$ cat config.mk
export PLATFORM = sky130hd
export DESIGN_NAME = glzw_out_fifo
export DESIGN_NICKNAME = d
export VERILOG_FILES = /design/src/glzw_pkg.sv /design/src/glzw_out_fifo.sv
export SDC_FILE = /design/constraint.sdc
export NUM_CORES = 1
export LEC_CHECK = 0
export BUFFER_PORTS_ARGS = -buffer_cell sky130_fd_sc_hd__buf_2
export CAP_MARGIN = 25
export CORE_AREA = 5 5 122 124
export CTS_CLUSTER_DIAMETER = 30
export CTS_CLUSTER_SIZE = 14
export DETAILED_ROUTE_END_ITERATION = 10
export DIE_AREA = 0 0 127 129
export SLEW_MARGIN = 10
export SYNTH_ARGS = -nofsm -noshare
export SYNTH_HDL_FRONTEND = slang
export SYNTH_SLANG_ARGS = --single-unit
$ cat constraint.sdc
create_clock -name clk -period 2.2 [get_ports clk]
set_clock_uncertainty 0.05 [all_clocks]
set_input_delay 0.33 -clock clk [delete_from_list [all_inputs] [get_ports clk]]
set_output_delay 0.33 -clock clk [all_outputs]
set_load 0.01 [all_outputs]
$ cat src/glzw_pkg.sv
`timescale 1ns / 1ps
// ----------------------------------------------------------------------------
// glzw_pkg
// shared types and constants of the gif lzw code decoder
// ----------------------------------------------------------------------------
package glzw_pkg;

	localparam int TABLE_DEPTH    = 4096;
	localparam int MAX_CODE_WIDTH = 12;
	localparam int ADDR_W         = $clog2(TABLE_DEPTH);
	localparam int CODE_W         = 12;
	localparam int LEN_W          = 13;
	localparam int FIFO_DEPTH     = 4;
	localparam int FIFO_AW        = $clog2(FIFO_DEPTH);

	localparam logic [2:0] KIND_FIRST = 3'd0;
	localparam logic [2:0] KIND_KNOWN = 3'd1;
	localparam logic [2:0] KIND_KWKWK = 3'd2;
	localparam logic [2:0] KIND_CLEAR = 3'd3;
	localparam logic [2:0] KIND_END   = 3'd4;

	typedef struct packed {
		logic [7:0]       first;
		logic [LEN_W-1:0] len;
	} dict_entry_t;

	typedef struct packed {
		logic [CODE_W-1:0] code;
		logic [2:0]        kind;
		logic [LEN_W-1:0]  len;
		logic [7:0]        first;
		logic              err;
		logic              last;
	} result_t;

endpackage

$ cat src/glzw_out_fifo.sv
`timescale 1ns / 1ps
// ----------------------------------------------------------------------------
// glzw_out_fifo
// small result queue in front of the output channel
// ----------------------------------------------------------------------------
module glzw_out_fifo (
	input  logic                        clk,
	input  logic                        arst_n,
	input  logic                        push,
	input  glzw_pkg::result_t           push_data,
	input  logic                        pop,
	output glzw_pkg::result_t           head,
	output logic                        not_empty,
	output logic [glzw_pkg::FIFO_AW:0]  count
);
	import glzw_pkg::*;

	result_t             buf_q [FIFO_DEPTH];
	logic [FIFO_AW-1:0]  wr_ptr_q;
	logic [FIFO_AW-1:0]  rd_ptr_q;
	logic [FIFO_AW:0]    cnt_q;

	always_ff @(posedge clk or negedge arst_n) begin
		if (!arst_n) begin
			wr_ptr_q <= '0;
			rd_ptr_q <= '0;
			cnt_q    <= '0;
		end else begin
			if (push) begin
				wr_ptr_q <= wr_ptr_q + 1'b1;
			end
			if (pop) begin
				rd_ptr_q <= rd_ptr_q + 1'b1;
			end
			if (push && !pop) begin
				cnt_q <= cnt_q + 1'b1;
			end else if (!push && pop) begin
				cnt_q <= cnt_q - 1'b1;
			end
		end
	end

	always_ff @(posedge clk) begin
		if (push) begin
			buf_q[wr_ptr_q] <= push_data;
		end
	end

	assign head      = buf_q[rd_ptr_q];
	assign not_empty = (cnt_q != '0);
	assign count     = cnt_q;

endmodule

# Word level (Yosys, flattened, before mapping)
# Memory sizes are Yosys's and may differ from the RTL's.
# Cells that the tools add are included.
dict set report totals {
  in_bits 42
  elab_cells 18
  ram_bits 152
  mem_count 1
  output_inout_bits 42
  reg_bits 7
}
dict set report op_classes {
  n_reduce_logical 6
  mux 4
  add_sub_neg 4
}
# name depth word_bits rd rd_clocked_by_memory_dff wr line
set mem_list {}
lappend mem_list {buf_q 4 38 1 0 1 glzw_out_fifo.sv:18} ;# result_t buf_q [FIFO_DEPTH];
# cell count
set ops {}
lappend ops {{$mux W3} 2}
lappend ops {{$add A2 B1 Y2 const B} 2}
lappend ops {{$add A3 B1 Y3 const B} 1}
lappend ops {{$reduce_bool A3 Y1} 1}
lappend ops {{$sub A3 B1 Y3 const B} 1}
lappend ops {{$logic_and A1 B1 Y1} 2}
lappend ops {{$logic_not A1 Y1} 2}
lappend ops {{$mux W1} 2}
lappend ops {{$reduce_bool A2 Y1} 1}

# Depth between registers and ports, before layout
dict set report depth {
  word_depth 4
  mapped_depth 7
}

# Worst setup path after synthesis
# No wires, ideal clock.
dict set report synth_timing {
  path_kind {reg2reg}
  start {reg wr_ptr_q[0]}
  end {mem buf_q[0][0] in the netlist's numbering, enable pin}
  required_ns 1.751
  arrival_time_ns 1.544
  setup_time_ns 0.399
  stages_incl_launch_ff 4
  n_path_buf 0
  period_less_slack_ns 1.993
  setup_slack_ns 0.207
  path_cell_list {dfrtp_1 inv_1 ha_1 and2_1}
}
# element line
set synth_rtl {}
lappend synth_rtl {{start, declared} glzw_out_fifo.sv:19} ;# logic [FIFO_AW-1:0] wr_ptr_q;
lappend synth_rtl {{start signal, assigned} glzw_out_fifo.sv:30} ;# wr_ptr_q <= wr_ptr_q + 1'b1;
lappend synth_rtl {{end, declared} glzw_out_fifo.sv:18}
# No word-level cell before the write port.

==> run_results.csv <==
group,metric,value,unit
worst_setup_path,cp_max_fo,14,
die,die_w,127,um
grt,grt_max_degree,29,
worst_setup_path,crit_type,"reg2out",
timing,max_freq,0.459,GHz
route,drt-initial-drc-count,228,
timing,fin_crit_sh,99.0,%
synthesis,ys_seq_area_share,80.1,%
timing,hold_violations,0,
grt,grtUsageMet2,22.0,%
min_path,hold_class,"in2reg",
timing,worstMarginPinSlew,0.422,ns
pwr,p_total,10.7,mW
clock_tree,clk_path_buf_depth,2,
finish,final_core_util,55.0,%
finish,area_growth,27.1,%
die,rows,43,
synthesis,synth-compound-area-share,0.0846,%
route,wl,10600,um
timing,fin_crit,2.18,ns
timing,rsz0062_at_grt,"yes",
pwr,p_leak,2.65,nW
route,drc_errors,0,
run,cap_violations,0,
synthesis,ys_warn_count,0,
grt,grt_overflow,0,
die,die_height,129,um
die,io_pins,84,
route,vias_per_cell,5.03,
synthesis,avgSynthCellArea,25.5,um^2
synthesis,ys.flop_type,"edfxtp_1",
synthesis,netlist_area,5920,um^2
grt,grtUsageMet3,5.40,%
clock_tree,clockRootBuffer,"clkbuf_16",
clock_tree,htreeDepth,4,
grt,use_met1,17.3,%
synthesis,yosys.area_share.simple,0.719,%
clock_tree,clkTransAtPathRegs,0.07,ns
run_status,outcome,"finished, final reports clean",
grt,top_usage_layer,"met2",
grt,grt_pass1_vias,2996,
synthesis,synthXorXnorAreaFrac,0.888,%
clock_tree,clk_latency,0.42,ns
synthesis,synthCells,232,
worst_setup_path,worstSetupEndpointType,"output pin",
synthesis,synthesis.nets,280,
finish,drive_above_1_share,49.3,%
synthesis,synth_edf_count,152,
synthesis,muxShareOfSynthArea,14.7,%
placed_design,gp_congestion,0.668,
clock_tree,cts_inserted_buffers,17,
pwr,power-per-cell-area,1420,nW/um^2
grt,antenna_found_initial,1,
die,start_util,43.3,%
synthesis,synth_fa_ha_area_share,1.40,%
grt,grt_use_total,13.8,%
synthesis,yosysUniqueCellTypes,18,
route,dr_total_vias,2683,
synthesis,synth-seq-cells,159,
placed_design,dp_hpwl,6400,um
route,firstDrtPassIters,4,
timing,drv_slew,0,
route,wl_per_cell,19.9,um
finish,final_nets,388,
worst_setup_path,crit_arrival,1.80,ns
synthesis,synth_top_family_by_area,"multiplexers",
placed_design,io_buffers,83,
synthesis,ys_async_sr_fraction,4.40,%
worst_setup_path,critical_path_required,1.82,ns
die,core_area,13700,um^2
timing,slew-limit-headroom,71.9,%
route,ant_nets,0,
pwr,ir_worst_vdd,0.627,mV
worst_setup_path,start_kind,"register",
clock_tree,cts_sinks,159,
clock_tree,cts_tree,"built",
finish,antenna_cells,0,
die,dieArea,16400,um^2
timing,finalSetupViolCount,0,
grt,grt_pass1_wl,16400,um
-- registers in the layout, indices dropped and copies added (netlist names) --
| signal | flops |
|---|---|
| count | 3 |
| rd_ptr_q | 2 |
| wr_ptr_q | 2 |
| buf_q | 152 |
-- power by group --
| part | switching [mW] | internal [mW] | total [mW] |
|---|---|---|---|
| clock network | 1.22 | 1.94 | 3.16 |
| logic | 1.53 | 1.83 | 3.36 |
| registers | 0.185 | 3.97 | 4.16 |
-- per-layer routing --
layer	share of wire (%)	vias up
met1	42	1397
met5	0.10	-
met3	6.2	16
met4	1.4	2
met2	50	77
li1	-	1191
-- worst max-delay path, cell delays in order, from the launching register on --
cell     delay (ns)
dfrtp_4        0.49
buf_16         0.19
mux4_2         0.54
buf_6          0.14
-- cell families (layout without fill, tap and decap cells) --
family	count (synthesis)	after routing
muxes	39	39
DFF	159	159
AOI/OAI and AO/OA	1	1
and+or+nand+nor	8	8
adders and majority gates	6	6
xor gates and xnor gates	6	6
buffers and inverters	13	134
-- layout by cell type (no fill, tap or decap), types with 2 or more instances in the layout --
| cell type | count |
|---|---|
| mux4_2 | 38 |
| and2_2 | 4 |
| dfrtp_1 | 5 |
| clkbuf_16 | 18 |
| bufinv_16 | 4 |
| buf_12 | 7 |
| buf_6 | 29 |
| edfxtp_1 | 152 |
| xor2_1 | 4 |
| inv_1 | 4 |
| xnor2_1 | 2 |
| clkinv_4 | 3 |
| inv_6 | 7 |
| buf_2 | 54 |
| ha_1 | 5 |
| nand2_1 | 2 |
| buf_4 | 5 |
-- final timing paths --
path                       slack (ns)  depth (start not counted)           from           end
hold / removal                   0.08                          1  push_data[21]  buf_q[0][21]
hold reg to reg                  0.44                          1       count[2]      count[2]
min in group asynchronous        0.24                          2         arst_n      count[1]
setup / recovery                 0.02                          3    rd_ptr_q[0]      head[30]
setup reg to reg                 0.58                          4    wr_ptr_q[0]   buf_q[2][7]
max in group asynchronous        1.68                          2         arst_n   rd_ptr_q[0]
-- Yosys cell counts (2+ instances only) --
cell / n / share of area [%]
edfxtp_1: 152 / 77
mux4_2: 38 / 14
dfrtp_1: 7 / 3.0
ha_1: 5 / 1.1
and2_1: 4 / 0.42
buf_12: 4 / 1.4
inv_1: 4 / 0.25
xor2_1: 4 / 0.59
buf_2: 3 / 0.25
nand2_1: 2 / 0.13
xnor2_1: 2 / 0.30
-- stage by stage --
stage	hold slack (ns)	setup TNS (ns)	cells	worst slack [ns]	instance area (um^2)
floorplan	-0.0156	0	232	0.207	5920
global placement	0.124	0	498	0.415	6630
CTS	0.0478	-0.519	531	-0.0401	7390
global route	0.0505	-1.08	533	-0.0572	7520
detailed placement	0.126	0	498	0.398	6630
finish	0.0754	0	533	0.0210	7520
-- cell type report --
| type | count | area [um^2] |
|---|---|---|
| Inverter | 4 | 15.0 |
| Fill cell | 1058 | 6140 |
| Clock inverter | 15 | 219 |
| Clock buffer | 17 | 425 |
| Multi-Input combinational cell | 60 | 1050 |
| Sequential cell | 159 | 4740 |
| Timing Repair Buffer | 98 | 837 |
| Tap cell | 180 | 225 |
-- what timing repair did --
| item | CTS | global route |
|---|---|---|
| endpoints found under the hold margin | 7 | 0 |
| setup buffers | 0 | 1 |
| endpoints found under the setup margin | 35 | 38 |
| gates cloned | 0 | 1 |
| hold buffers | 1 | 0 |
| gates resized for setup | 16 | 17 |
Note: power is estimated with default switching activity, not from simulation.
